<file path="src/design/szp_pkg.sv">
// Shared types, codes and helper functions of the size string parser.
package szp_pkg;

  // Parse phase codes.
  localparam logic [2:0] PH_LEAD   = 3'd0;
  localparam logic [2:0] PH_PLUS   = 3'd1;
  localparam logic [2:0] PH_DIGITS = 3'd2;
  localparam logic [2:0] PH_TRAIL  = 3'd3;
  localparam logic [2:0] PH_UNIT2  = 3'd4;
  localparam logic [2:0] PH_SKIP   = 3'd5;
  localparam logic [2:0] PH_EMPTY  = 3'd6;

  // Unit codes.
  localparam logic [1:0] UNIT_MB = 2'd0;
  localparam logic [1:0] UNIT_GB = 2'd1;
  localparam logic [1:0] UNIT_B  = 2'd2;

  // Scaling shifts.
  localparam int unsigned MB_SHIFT = 20;
  localparam int unsigned GB_SHIFT = 30;

  localparam logic [63:0] MAX_TIMES_TEN = 64'h1999_9999_9999_9999;

  // Character codes.
  localparam logic [7:0] CH_NUL   = 8'h00;
  localparam logic [7:0] CH_TAB   = 8'h09;
  localparam logic [7:0] CH_SPACE = 8'h20;
  localparam logic [7:0] CH_PLUS  = 8'h2B;
  localparam logic [7:0] CH_ZERO  = 8'h30;
  localparam logic [7:0] CH_NINE  = 8'h39;
  localparam logic [7:0] CH_UP_A  = 8'h41;
  localparam logic [7:0] CH_UP_Z  = 8'h5A;
  localparam logic [7:0] CH_B     = 8'h62;
  localparam logic [7:0] CH_G     = 8'h67;
  localparam logic [7:0] CH_M     = 8'h6D;

  // Parser state carried from one character to the next.
  typedef struct packed {
    logic [2:0]  phase;
    logic [63:0] count;
    logic [7:0]  unit_char;
    logic [1:0]  unit;
    logic        ovf;
  } szp_state_t;

  localparam szp_state_t STATE_RESET = '{
    phase:     PH_LEAD,
    count:     64'd0,
    unit_char: 8'd0,
    unit:      UNIT_MB,
    ovf:       1'b0
  };

  // Lower-case only the letters A to Z.
  function automatic logic [7:0] lower_char(input logic [7:0] c);
    logic [7:0] r;
    r = c;
    if (c >= CH_UP_A && c <= CH_UP_Z) begin
      r = c + 8'd32;
    end
    return r;
  endfunction

  function automatic logic is_blank(input logic [7:0] c);
    return (c == CH_SPACE) || (c == CH_TAB);
  endfunction

  function automatic logic is_digit(input logic [7:0] c);
    return (c >= CH_ZERO) && (c <= CH_NINE);
  endfunction

  // Unit from the first two lower-cased characters after the count.
  function automatic logic [1:0] judge_unit(input logic [7:0] c1, input logic [7:0] c2);
    logic [1:0] u;
    if (c1 == CH_G && c2 == CH_B) begin
      u = UNIT_GB;
    end else if (c1 == CH_M && c2 == CH_B) begin
      u = UNIT_MB;
    end else if (c1 == CH_B) begin
      u = UNIT_B;
    end else if (c1 == CH_G && c2 == CH_NUL) begin
      u = UNIT_GB;
    end else begin
      u = UNIT_MB;
    end
    return u;
  endfunction

endpackage

</file>
<file path="src/design/szp_step.sv">
// Next-state and result logic for one character of the size string.
module szp_step (
  input  logic [7:0]          char_code_i,
  input  szp_pkg::szp_state_t cur_i,
  output szp_pkg::szp_state_t nxt_o,
  output logic                done_o,
  output logic [63:0]         size_bytes_o,
  output logic                overflowed_o
);

  logic [63:0] prod;
  logic [64:0] sum;
  logic        dig_ovf;
  logic [7:0]  low_c;
  logic [1:0]  end_unit;
  logic        counted;

  // Count times ten plus the digit, with carry out for wrap detection.
  assign prod    = {cur_i.count[60:0], 3'b000} + {cur_i.count[62:0], 1'b0};
  assign sum     = {1'b0, prod} + {61'd0, char_code_i[3:0]};
  assign dig_ovf = (cur_i.count > szp_pkg::MAX_TIMES_TEN) || sum[64];
  assign low_c   = szp_pkg::lower_char(char_code_i);
  assign done_o  = (char_code_i == szp_pkg::CH_NUL);

  // Final unit and scaling when the string ends.
  always_comb begin
    counted  = 1'b0;
    end_unit = szp_pkg::UNIT_MB;
    case (cur_i.phase)
      szp_pkg::PH_DIGITS, szp_pkg::PH_TRAIL: begin
        counted = 1'b1;
      end
      szp_pkg::PH_UNIT2: begin
        counted  = 1'b1;
        end_unit = szp_pkg::judge_unit(cur_i.unit_char, szp_pkg::CH_NUL);
      end
      szp_pkg::PH_SKIP: begin
        counted  = 1'b1;
        end_unit = cur_i.unit;
      end
      default: begin
        counted = 1'b0;
      end
    endcase

    size_bytes_o = 64'd0;
    overflowed_o = 1'b0;
    if (counted) begin
      overflowed_o = cur_i.ovf;
      case (end_unit)
        szp_pkg::UNIT_GB: begin
          if (cur_i.count[63:64-szp_pkg::GB_SHIFT] != '0) overflowed_o = 1'b1;
          size_bytes_o = cur_i.count << szp_pkg::GB_SHIFT;
        end
        szp_pkg::UNIT_B: begin
          size_bytes_o = cur_i.count;
        end
        default: begin
          if (cur_i.count[63:64-szp_pkg::MB_SHIFT] != '0) overflowed_o = 1'b1;
          size_bytes_o = cur_i.count << szp_pkg::MB_SHIFT;
        end
      endcase
    end
  end

  // Phase transitions for a nonzero character; the end of string restarts.
  always_comb begin
    nxt_o = cur_i;
    if (done_o) begin
      nxt_o = szp_pkg::STATE_RESET;
    end else begin
      case (cur_i.phase)
        szp_pkg::PH_LEAD: begin
          if (szp_pkg::is_blank(char_code_i)) begin
            nxt_o.phase = szp_pkg::PH_LEAD;
          end else if (char_code_i == szp_pkg::CH_PLUS) begin
            nxt_o.phase = szp_pkg::PH_PLUS;
          end else if (szp_pkg::is_digit(char_code_i)) begin
            nxt_o.count = sum[63:0];
            nxt_o.ovf   = cur_i.ovf | dig_ovf;
            nxt_o.phase = szp_pkg::PH_DIGITS;
          end else begin
            nxt_o.phase = szp_pkg::PH_EMPTY;
          end
        end
        szp_pkg::PH_PLUS: begin
          if (szp_pkg::is_digit(char_code_i)) begin
            nxt_o.count = sum[63:0];
            nxt_o.ovf   = cur_i.ovf | dig_ovf;
            nxt_o.phase = szp_pkg::PH_DIGITS;
          end else begin
            nxt_o.phase = szp_pkg::PH_EMPTY;
          end
        end
        szp_pkg::PH_DIGITS: begin
          if (szp_pkg::is_digit(char_code_i)) begin
            nxt_o.count = sum[63:0];
            nxt_o.ovf   = cur_i.ovf | dig_ovf;
          end else if (szp_pkg::is_blank(char_code_i)) begin
            nxt_o.phase = szp_pkg::PH_TRAIL;
          end else begin
            nxt_o.unit_char = low_c;
            nxt_o.phase     = szp_pkg::PH_UNIT2;
          end
        end
        szp_pkg::PH_TRAIL: begin
          if (!szp_pkg::is_blank(char_code_i)) begin
            nxt_o.unit_char = low_c;
            nxt_o.phase     = szp_pkg::PH_UNIT2;
          end
        end
        szp_pkg::PH_UNIT2: begin
          nxt_o.unit  = szp_pkg::judge_unit(cur_i.unit_char, low_c);
          nxt_o.phase = szp_pkg::PH_SKIP;
        end
        szp_pkg::PH_SKIP: begin
          nxt_o.phase = szp_pkg::PH_SKIP;
        end
        default: begin
          nxt_o.phase = szp_pkg::PH_EMPTY;
        end
      endcase
    end
  end

endmodule

</file>
<file path="src/design/size_with_unit_parser.sv">
// Top level of the size string parser: handshake, parser state and result register.
//
// The block takes one character per transaction and accepts a new one in every cycle
// in which input is not held off. Each character updates the parser state in the
// cycle it is accepted; the state update is a times-ten multiply-add on the 64-bit count.
// A zero character ends the string: in the cycle after it is accepted, the size in bytes
// and the overflow flag appear in the result register, and the parser starts over for
// the next string. Input is held off only while a result waits and the output side
// is stalled.
module size_with_unit_parser (
  input  logic        clk_i,
  input  logic        rst_ni,
  input  logic        in_valid_i,
  output logic        in_ready_o,
  input  logic [7:0]  char_code_i,
  output logic        out_valid_o,
  input  logic        out_ready_i,
  output logic [63:0] size_bytes_o,
  output logic        overflowed_o
);

  szp_pkg::szp_state_t state_q, state_d;
  logic        done;
  logic [63:0] size_d;
  logic        ovf_d;
  logic        out_valid_q;
  logic [63:0] size_q;
  logic        ovf_q;
  logic        in_fire;

  assign in_ready_o = !out_valid_q || out_ready_i;
  assign in_fire    = in_valid_i && in_ready_o;

  // Per-character parsing logic.
  szp_step u_step (
    .char_code_i  (char_code_i),
    .cur_i        (state_q),
    .nxt_o        (state_d),
    .done_o       (done),
    .size_bytes_o (size_d),
    .overflowed_o (ovf_d)
  );

  // Parser state advances on each accepted transaction.
  always_ff @(posedge clk_i or negedge rst_ni) begin
    if (!rst_ni) begin
      state_q <= szp_pkg::STATE_RESET;
    end else if (in_fire) begin
      state_q <= state_d;
    end
  end

  // Result valid flag.
  always_ff @(posedge clk_i or negedge rst_ni) begin
    if (!rst_ni) begin
      out_valid_q <= 1'b0;
    end else if (in_fire && done) begin
      out_valid_q <= 1'b1;
    end else if (out_ready_i) begin
      out_valid_q <= 1'b0;
    end
  end

  // Result payload.
  always_ff @(posedge clk_i) begin
    if (in_fire && done) begin
      size_q <= size_d;
      ovf_q  <= ovf_d;
    end
  end

  assign out_valid_o  = out_valid_q;
  assign size_bytes_o = size_q;
  assign overflowed_o = ovf_q;

endmodule

</file>
<file path="config.mk">
export PLATFORM = sky130hd
export DESIGN_NAME = size_with_unit_parser
export DESIGN_NICKNAME = d
export VERILOG_FILES = /design/src/design/szp_pkg.sv /design/src/design/szp_step.sv /design/src/design/size_with_unit_parser.sv
export SDC_FILE = /design/constraint.sdc
export NUM_CORES = 1
export LEC_CHECK = 0
export BUFFER_PORTS_ARGS = -buffer_cell sky130_fd_sc_hd__buf_4
export CELL_PAD_IN_SITES_DETAIL_PLACEMENT = 0
export CELL_PAD_IN_SITES_GLOBAL_PLACEMENT = 1
export CORE_UTILIZATION = 51
export DETAILED_ROUTE_END_ITERATION = 10
export GPL_TIMING_DRIVEN = 0
export PLACE_DENSITY = 0.83
export SLEW_MARGIN = 30
export SYNTH_ARGS = -nofsm -noshare
export SYNTH_HDL_FRONTEND = slang
export SYNTH_SLANG_ARGS = --single-unit
</file>
<file path="constraint.sdc">
create_clock -name clk_i -period 6.15 [get_ports clk_i]
set_input_delay 1.23 -clock clk_i [delete_from_list [all_inputs] [get_ports clk_i]]
set_output_delay 1.23 -clock clk_i [all_outputs]
set_load 0.005 [all_outputs]
</file>
==> impl_metrics.toml, run 1 <==
[drt]
routedWlPerCell_um = 21.51
drt_wl_total_mm = 43.81
dr_total_vias = 12853
drc = 2
antenna_left = 0
drt_iter0_markers = 1286
dr.pass1.iters = 8
drt-vias-per-instance = 6.310

[timing]
grt_setup_unrepaired = "no"
relSlewSlack_pct = 39.15
clock.fmax_mhz = 194.4
tns_ps = 0
timing.final.crit_share_pct = 83.64
skew_ps = 15.60
hold_viol_final = 0
final.min_clock_period_ps = 5144
fin_ws_ps = 1006
drv_slew = 0
tightestPinTransition_ps = 889.7
setup_viol = 0

[cells_and_area]
nets = 1775
diodes = 0
area_growth_syn_to_layout_pct = 12.85
fill_cells = 2318
drive_gt1_share_pct = 14.12

[floorplanning]
chipHeight_um = 161.8
std_cell_rows = 58
initial_utilization_pct = 51.88
die_x_um = 161.8
core_mm2 = 0.02511
dieArea_mm2 = 0.02618
io_pins = 79

[worst_setup_path]
reg2reg_from = "state_q[13]$_DFFE_PN0P_"
r2r_slack_ps = 1010
cp.arrival_ps = 5450
cp_top_family = "compound AO/OA/AOI/OAI gates"
crit_type = "reg2reg"
critical-path-max-stage-delay_ps = 590
crit_path_max_fanout = 8
crit_chain = "ha_1 -> inv_1 -> fa_1 -> nand2b_1 -> a21oi_2 -> o211ai_1 -> a311oi_2 -> nor4b_1 -> a311oi_2 -> nand4_1 -> nor4_2 -> nand3_1 -> or4_1 -> a32o_1"
cpMaxStageDelayCell = "a311oi_2"
crit_top_cell = "a311oi_2"
cp-end-kind = "flop"
cp.required_ps = 6460
worst-path-buf-inv = 1
cp-start-kind = "flop"
r2r_end = "state_q[74]$_DFFE_PN0P_"
r2r_cells = 14

[placement]
dpl.hpwl_mm = 34.99
pre_cts_ws_ps = 1108
gp_congestion = 0.9874
io_buffers = 78

[clock_network]
cts_buffers = 17
clock_latency_ps = 420
cts_root_buf = "clkbuf_16"
cts_tree = "built"
cts.hold.buffers_added = 0
htreeDepth = 4
cts_resized = 0
path_clk_slew_ps = 70
clock_path_buffers = 2
cts_sinks = 144
post_cts_buffers = 0

[yosys]
synth-edff-count = 65
synth_nets = 1675
yosysTopAreaCell = "dfrtp_1"
async_flop_share_pct = 54.86
syn_area_per_cell_um2 = 8.172
netlist_area_mm2 = 0.01303
synth.top_cell.area_share_pct = 15.18
synth.yosys.seq_area_share_pct = 30.16
synth.area.top_cells = "dfrtp_1 (15%), edfxtp_1 (15%), ha_1 (6.4%)"
synthFlopType = "dfrtp_1"
syn_inst = 1594
ys_ff_latch = 144
yosys_warnings = 0
synth.distinct_cells = 105

[global_route]
grt_max_degree = 80
antenna_found_initial = 0
grt_usage_pct = 33.38
grt-ovfl-total = 0
grt_pass1_vias = 11565
grt_pass1_wl_mm = 66.76

[power_and_ir_drop]
p_per_area_mw_per_mm2 = 152.8
power_mw = 2.246
max-vdd-ir-drop_v = 0.0001586
p_leak_nw = 5.633

[run]
drv_cap = 0

[hold_path]
hold_class = "reg2reg"
worst_hold_path.endpoint = "state_q[4]$_DFFE_PN0P_"
min_from = "state_q[4]$_DFFE_PN0P_"
whs_path_depth = 1

[status]
violations = "design-rule violations"
outcome = "complete, but fails checks"
==> through the flow <==
stage | cells | cell area (µm²) | utilization, % | hold WS, ps
floorplan | 1594 | 13030 | - | 469.4
global placement | 2002 | 14020 | 55.86 | 481.5
detailed placement | 2005 | 14070 | 56.05 | 488.9
CTS | 2037 | 14700 | 58.55 | 504.2
global route | 2037 | 14700 | 58.55 | 544.5
finish | 2037 | 14700 | 58.55 | 500.4
==> cell type report <==
class	count	area [µm²]	share of cell area, %
buffer	87	425.4	2.894
multi-input combinational	1335	8573	58.32
tap	330	412.9	2.809
timing repair buffer	81	626.9	4.264
clock inverter	11	111.4	0.7575
inverter	28	107.6	0.7320
sequential	144	3929	26.73
clock buffer	21	514.2	3.498
==> cell usage in the layout, fill, tap and decap left out, drive strengths merged, types with 33 or more instances in the layout <==
cell,instances
a21oi,135
a22oi,47
buf,116
clkbuf,73
dfrtp,79
edfxtp,65
ha,67
inv,33
nand2,190
nand3,42
nand4,64
nor2,196
nor3,33
o21ai,135
xnor2,55
xor2,38
==> worst reg2reg max path: cells and delay by family (launching register included) <==
kind	cells	cell delay, ps
simple gates	6	1730
flops	1	560
fa+ha+maj	2	740
buf+inv	1	70
compound gates	5	1920
==> sequential cells by signal, summed over array words and instances, names as in the netlist <==
signal / count
overflowed_o: 1
out_valid_o: 1
state_q: 78
size_bytes_o: 64
==> synth_stat cells (22+ instances only) <==
master / instances
o21ai_0: 120
ha_1: 67
nor3_1: 31
and3_1: 27
a22oi_1: 46
xor2_1: 38
inv_1: 28
clkbuf_1: 52
a21o_1: 22
nand3_1: 42
edfxtp_1: 65
xnor2_1: 53
nand2_1: 186
nor2_1: 195
nand4_1: 58
a21oi_1: 123
dfrtp_1: 79
==> power breakdown <==
| part | internal (mW) | switching [mW] | total (mW) |
|---|---|---|---|
| clock network | 0.648 | 0.417 | 1.07 |
| logic | 0.0471 | 0.102 | 0.149 |
| registers | 1.01 | 0.0170 | 1.03 |
==> worst max path at each step <==
stage / start / endpoint / slack [ps] / cells after the start
3_3_place_gp: char_code_i[1] / state_q[14]$_DFFE_PN0P_ / 10 / 10
5_1_grt: state_q[11]$_DFFE_PN0P_ / state_q[71]$_DFFE_PN0P_ / 810 / 14
6_report: state_q[13]$_DFFE_PN0P_ / state_q[74]$_DFFE_PN0P_ / 1010 / 14
4_1_cts: state_q[13]$_DFFE_PN0P_ / state_q[74]$_DFFE_PN0P_ / 1090 / 14
2_1_floorplan: char_code_i[0] / state_q[24]$_DFFE_PN0P_ / 1780 / 12
3_5_place_dp: state_q[13]$_DFFE_PN0P_ / state_q[74]$_DFFE_PN0P_ / 1110 / 14
==> routing by layer <==
layer  wire length [µm]  global-route usage (%)
met5                  0                       0
met4               1535                   12.09
met3               3372                   4.035
met2              18400                   50.06
met1              20510                   49.15
==> logic make-up after synthesis <==
| logic type | count (synthesis) | synth area share (%) |
|---|---|---|
| adders and majority gates | 69 | 6.743 |
| buffers and inverters | 115 | 4.073 |
| AOI/OAI and AO/OA | 482 | 24.89 |
| muxes | 13 | 1.057 |
| and+or+nand+nor | 678 | 26.71 |
| xor gates and xnor gates | 93 | 6.368 |
| DFF | 144 | 30.16 |
(Power assumes the default switching activity.)
==> run 2, diff against run 1 <==
--- a/config.mk
+++ b/config.mk
@@ -8,10 +8,10 @@
 export BUFFER_PORTS_ARGS = -buffer_cell sky130_fd_sc_hd__buf_4
 export CELL_PAD_IN_SITES_DETAIL_PLACEMENT = 0
 export CELL_PAD_IN_SITES_GLOBAL_PLACEMENT = 1
-export CORE_UTILIZATION = 51
+export CORE_UTILIZATION = 48
 export DETAILED_ROUTE_END_ITERATION = 10
 export GPL_TIMING_DRIVEN = 0
-export PLACE_DENSITY = 0.83
+export PLACE_DENSITY = 0.79
 export SLEW_MARGIN = 30
 export SYNTH_ARGS = -nofsm -noshare
 export SYNTH_HDL_FRONTEND = slang
==> constraint.sdc (replaced) <==
create_clock -name clk_i -period 5.19 [get_ports clk_i]
set_input_delay 1.038 -clock clk_i [delete_from_list [all_inputs] [get_ports clk_i]]
set_output_delay 1.038 -clock clk_i [all_outputs]
set_load 0.005 [all_outputs]
==> run 2 against run 1 <==
Net effect:
- final area grew 0.26%
- maximum frequency grew 1.9%
- via count shrank 0.59%
- combinational power grew 17%
- global-route usage shrank 0.92 points
- the run now ends clean
- total power grew 17%
- critical path depth shrank 1
==> impl_metrics.toml, run 2 (same netlist as run 1, synthesis figures left out) <==
[status]
outcome = "completed"

[timing]
setup_viol = 0
tightestPinTransition_ps = 926.9
timing.final.crit_share_pct = 97.30
skew_ps = 14.57
hold_viol_final = 0
drv_slew = 0
fin_ws_ps = 140.2
tns_ps = 0
relSlewSlack_pct = 36.61
clock.fmax_mhz = 198.0
final.min_clock_period_ps = 5050

[cells_and_area]
final_util_pct = 55.92
layout_common_cells = "nor2_1 (195), nand2_1 (186), a21oi_1 (123)"
nets = 1775
largest_register_ffs = 78
stdcell_count = 2042
diodes = 0
fill_cells = 2477
final-seq-area_mm2 = 0.003929
final_area_mm2 = 0.01474
final_common_cell = "nor2_1"
multi_input_area_mm2 = 0.008635
regMostFlops = "state_q"
area_growth_syn_to_layout_pct = 13.14
drive_gt1_share_pct = 14.06

[global_route]
grt_max_degree = 80
antenna_found_initial = 0
grt_usage_pct = 32.46
grt-ovfl-total = 0
grt_pass1_vias = 11781
grt_pass1_wl_mm = 69.44

[worst_setup_path]
reg2reg_from = "state_q[28]$_DFFE_PN0P_"
crit_top_cell = "nand3_1"
cp-end-kind = "flop"
critical-path-max-stage-delay_ps = 690
cpMaxStageDelayCell = "dfrtp_1"
cp-start-kind = "flop"
r2r_cells = 13
crit_path_max_fanout = 8
cp.required_ps = 5510
r2r_slack_ps = 140
crit_chain = "ha_1 -> buf_2 -> a21oi_1 -> o21ai_0 -> a21boi_0 -> nand3_1 -> a211oi_1 -> xnor2_1 -> nand4_1 -> nor4_4 -> nand3_1 -> or4_1 -> a32o_1"
cp.arrival_ps = 5370
r2r_end = "state_q[74]$_DFFE_PN0P_"
crit_type = "reg2reg"

[power_and_ir_drop]
p_per_area_mw_per_mm2 = 178.3
max-vdd-ir-drop_v = 0.0002058
p_leak_nw = 5.694

[floorplanning]
core_mm2 = 0.02635
std_cell_rows = 59
dieArea_mm2 = 0.02780
chipHeight_um = 166.7
die_x_um = 166.7
initial_utilization_pct = 49.43
io_pins = 79

[drt]
drt_iter0_markers = 1346
dr_total_vias = 12777
routedWlPerCell_um = 21.94
antenna_left = 0
drc = 0
dr.pass1.iters = 6
drt_wl_total_mm = 44.80
drt-vias-per-instance = 6.257

[clock_network]
clock_path_buffers = 2
cts_tree = "built"
cts_buffers = 17
post_cts_buffers = 0
path_clk_slew_ps = 60
cts_root_buf = "clkbuf_16"
cts.hold.buffers_added = 0
cts_resized = 0
cts_sinks = 144
clock_latency_ps = 430
htreeDepth = 4

[placement]
dpl.hpwl_mm = 35.95
io_buffers = 78
place_inst = 2010
place_area_mm2 = 0.01408
pre_cts_ws_ps = 191.2
gp_congestion = 0.9792

[hold_path]
min_from = "state_q[4]$_DFFE_PN0P_"
worst_hold_path.endpoint = "state_q[4]$_DFFE_PN0P_"
whs_path_depth = 1
hold_class = "reg2reg"

[run]
drv_cap = 0
-- run 2: worst max-delay path, delay by kind of cell, from the launching register on --
family	cells	cell delay [ps]
AND/OR/NAND/NOR	5	1840
AO/OA/AOI/OAI	5	1690
flip-flops	1	690
adder cells (fa/ha/maj)	1	320
XOR/XNOR	1	250
buffers and inverters	1	170
-- run 2: worst max-delay path by stage --
stage	from	to	slack [ps]
6_report	state_q[28]$_DFFE_PN0P_	state_q[74]$_DFFE_PN0P_	140
5_1_grt	state_q[28]$_DFFE_PN0P_	state_q[72]$_DFFE_PN0P_	-9
4_1_cts	state_q[13]$_DFFE_PN0P_	state_q[74]$_DFFE_PN0P_	180
3_5_place_dp	state_q[13]$_DFFE_PN0P_	state_q[74]$_DFFE_PN0P_	190
3_3_place_gp	char_code_i[1]	state_q[14]$_DFFE_PN0P_	-840
2_1_floorplan	char_code_i[0]	state_q[24]$_DFFE_PN0P_	1010
-- run 2: layout make-up --
class / instances / share of cell area [%]
Sequential cell: 144 / 26.66
Buffer: 87 / 2.886
Inverter: 28 / 0.7301
Clock buffer: 23 / 3.319
Multi-Input combinational cell: 1335 / 58.59
Tap cell: 335 / 2.844
Timing Repair Buffer: 81 / 4.253
Clock inverter: 9 / 0.7216
-- run 2: metrics by stage --
step	total power, mW	hold slack [ps]
finish	2.628	497.3
global route	2.708	535.4
CTS	2.635	501.6
detailed placement	1.417	487.9
global placement	1.413	482.0
floorplan	1.351	469.4
-- run 2: routing by layer --
metal | part of all wire, % | track usage [%] | vias to the layer above
met5 | 0 | 0 | -
met4 | 2.9 | 10.99 | 0
met3 | 6.8 | 3.707 | 82
met2 | 43 | 49.01 | 548
met1 | 48 | 47.94 | 5986
li1 | - | - | 6161
-- run 2: power by group --
group,internal [mW],switching [mW]
Clock,0.761,0.469
Combinational,0.0558,0.119
Sequential,1.20,0.0201
==> run 3, diff against run 2 <==
==> constraint.sdc (replaced) <==
create_clock -name clk_i -period 4.7 [get_ports clk_i]
set_input_delay 0.94 -clock clk_i [delete_from_list [all_inputs] [get_ports clk_i]]
set_output_delay 0.94 -clock clk_i [all_outputs]
set_load 0.005 [all_outputs]
==> run 3 against run 2 <==
Net effect:
- non-clock buffer count grew 18
- sequential power up 11%
- final cell count rose by 0.88%
- via count up 1.0%
- clock skew decreased by 0.62 ps
- utilization up 1.1 points
- critical endpoint unchanged
- highest routed layer unchanged
==> impl_metrics.toml, run 3 (same netlist as run 1, synthesis figures left out) <==
[run]
drv_cap = 0

[drt]
drt_iter0_markers = 1387
drt_wl_total_mm = 45.10
drc = 0
dr.pass1.iters = 6
routedWlPerCell_um = 21.89
antenna_left = 0
dr_total_vias = 12907
drt-vias-per-instance = 6.266

[timing]
fin_ws_ps = 77.11
skew_ps = 13.96
final.min_clock_period_ps = 4623
tightestPinTransition_ps = 896.8
setup_viol = 0
clock.fmax_mhz = 216.3
relSlewSlack_pct = 38.67
tns_ps = 0
hold_viol_final = 0
timing.hold.ws_ps = 497.5
drv_slew = 0
timing.final.crit_share_pct = 98.36

[floorplanning]
die_x_um = 166.7
chipHeight_um = 166.7
initial_utilization_pct = 49.43
core_mm2 = 0.02635
std_cell_rows = 59
io_pins = 79
dieArea_mm2 = 0.02780

[power_and_ir_drop]
p_leak_nw = 5.813
p_per_area_mw_per_mm2 = 193.1
max-vdd-ir-drop_v = 0.0002267

[cells_and_area]
largest_register_ffs = 78
nets = 1793
layout_common_cells = "nor2_1 (195), nand2_1 (185), a21oi_1 (120)"
final_common_cell = "nor2_1"
regMostFlops = "state_q"
diodes = 0
drive_gt1_share_pct = 16.93
area_growth_syn_to_layout_pct = 15.41

[status]
outcome = "completed"

[worst_setup_path]
crit_type = "reg2reg"
cp-end-kind = "flop"
cp-start-kind = "flop"
crit_path_max_fanout = 7
cp.arrival_ps = 4940
cp.required_ps = 5020

[placement]
dpl.hpwl_mm = 35.95
gp_congestion = 0.9792
io_buffers = 78
pre_cts_ws_ps = -298.8

[clock_network]
cts_root_buf = "clkbuf_16"
cts.hold.buffers_added = 0
cts_sinks = 144
clock_latency_ps = 420
htreeDepth = 4
clock_path_buffers = 2
path_clk_slew_ps = 60
cts_tree = "built"
cts_buffers = 17

[global_route]
grt_use_met2_pct = 49.82
antenna_found_initial = 0
grtUsageMet3_pct = 3.565
grt_max_degree = 80
grt.met1_usage_pct = 48.15
grt-ovfl-total = 0
grt_pass1_vias = 11864
grt_pass1_wl_mm = 69.91
grt_usage_pct = 32.66
grt-busiest-layer = "met2"

[hold_path]
hold_class = "reg2reg"
-- run 3: cell types whose count changed in the layout (fill, tap and decap cells not counted), moves of 3 or more --
cell	previous run	this run
buf_4	90	108
nor3_2	1	4
o21ai_0	120	116
a21oi_2	10	13
dfrtp_1	79	66
a21oi_1	123	120
o21ai_1	10	14
nor3_1	31	28
dfrtp_2	0	13
xnor2_2	3	6
xnor2_1	52	49
-- run 3: per-layer routing --
| metal | wire, µm | vias up |
|---|---|---|
| met3 | 3398 | 79 |
| li1 | - | 6188 |
| met4 | 1229 | 0 |
| met2 | 19360 | 562 |
| met5 | 0 | - |
| met1 | 21120 | 6078 |
-- run 3: worst paths after layout --
| check | depth (start not counted) | slack [ps] | endpoint | startpoint |
|---|---|---|---|---|
| max in group asynchronous | 1 | 3570 | state_q[30]$_DFFE_PN0P_ | rst_ni |
| min in group asynchronous | 1 | 530 | state_q[9]$_DFFE_PN0P_ | rst_ni |
| worst min register to register | 1 | 500 | state_q[4]$_DFFE_PN0P_ | state_q[4]$_DFFE_PN0P_ |
| worst max-delay path | 14 | 80 | state_q[74]$_DFFE_PN0P_ | state_q[18]$_DFFE_PN0P_ |
| worst max register to register | 14 | 80 | state_q[74]$_DFFE_PN0P_ | state_q[18]$_DFFE_PN0P_ |
| worst min-delay path | 1 | 500 | state_q[4]$_DFFE_PN0P_ | state_q[4]$_DFFE_PN0P_ |
-- run 3: critical path, cell delays in order, from the launching register on --
cell and delay [ps]:
dfrtp_1 630, ha_1 310, buf_2 170, a21oi_1 280, o21ai_2 140, o21ai_0 500
nand3_2 280, a211oi_2 370, xnor2_1 240, nand4_1 160, buf_4 180, nor4_4 370
nand3_1 200, or4_1 430, a32o_1 250
-- run 3: area by class of cell --
class	count	area [µm²]
plain buffers	87	425.4
well taps	335	419.2
inverters	28	107.6
repair buffers	99	762.0
clock buffers	23	489.2
clock inverters	9	106.4
flip-flops and latches	144	3945
fillers	2446	11320
multi-input cells	1335	8778
-- run 3: through the flow --
stage          instances  instance area [µm²]  power, mW  util [%]
6_report            2060                15030      2.903     57.04
5_1_grt             2060                15030      2.992     57.04
4_1_cts             2050                14820      2.910     56.23
3_3_place_gp        2007                14030      1.561     53.24
2_1_floorplan       1594                13030      1.492         -
3_5_place_dp        2010                14080      1.565     53.43
-- run 3: power by group --
part / total, mW / switching, mW / internal (mW)
Combinational: 0.195 / 0.133 / 0.0623
Clock: 1.36 / 0.517 / 0.840
Sequential: 1.35 / 0.0221 / 1.33
-- run 3: timing repair --
| item | CTS | global route |
|---|---|---|
| setup endpoints to repair | 23 | 26 |
| resized for setup | 16 | 35 |
| pin swaps | 4 | 10 |
| buffers inserted | 8 | 10 |
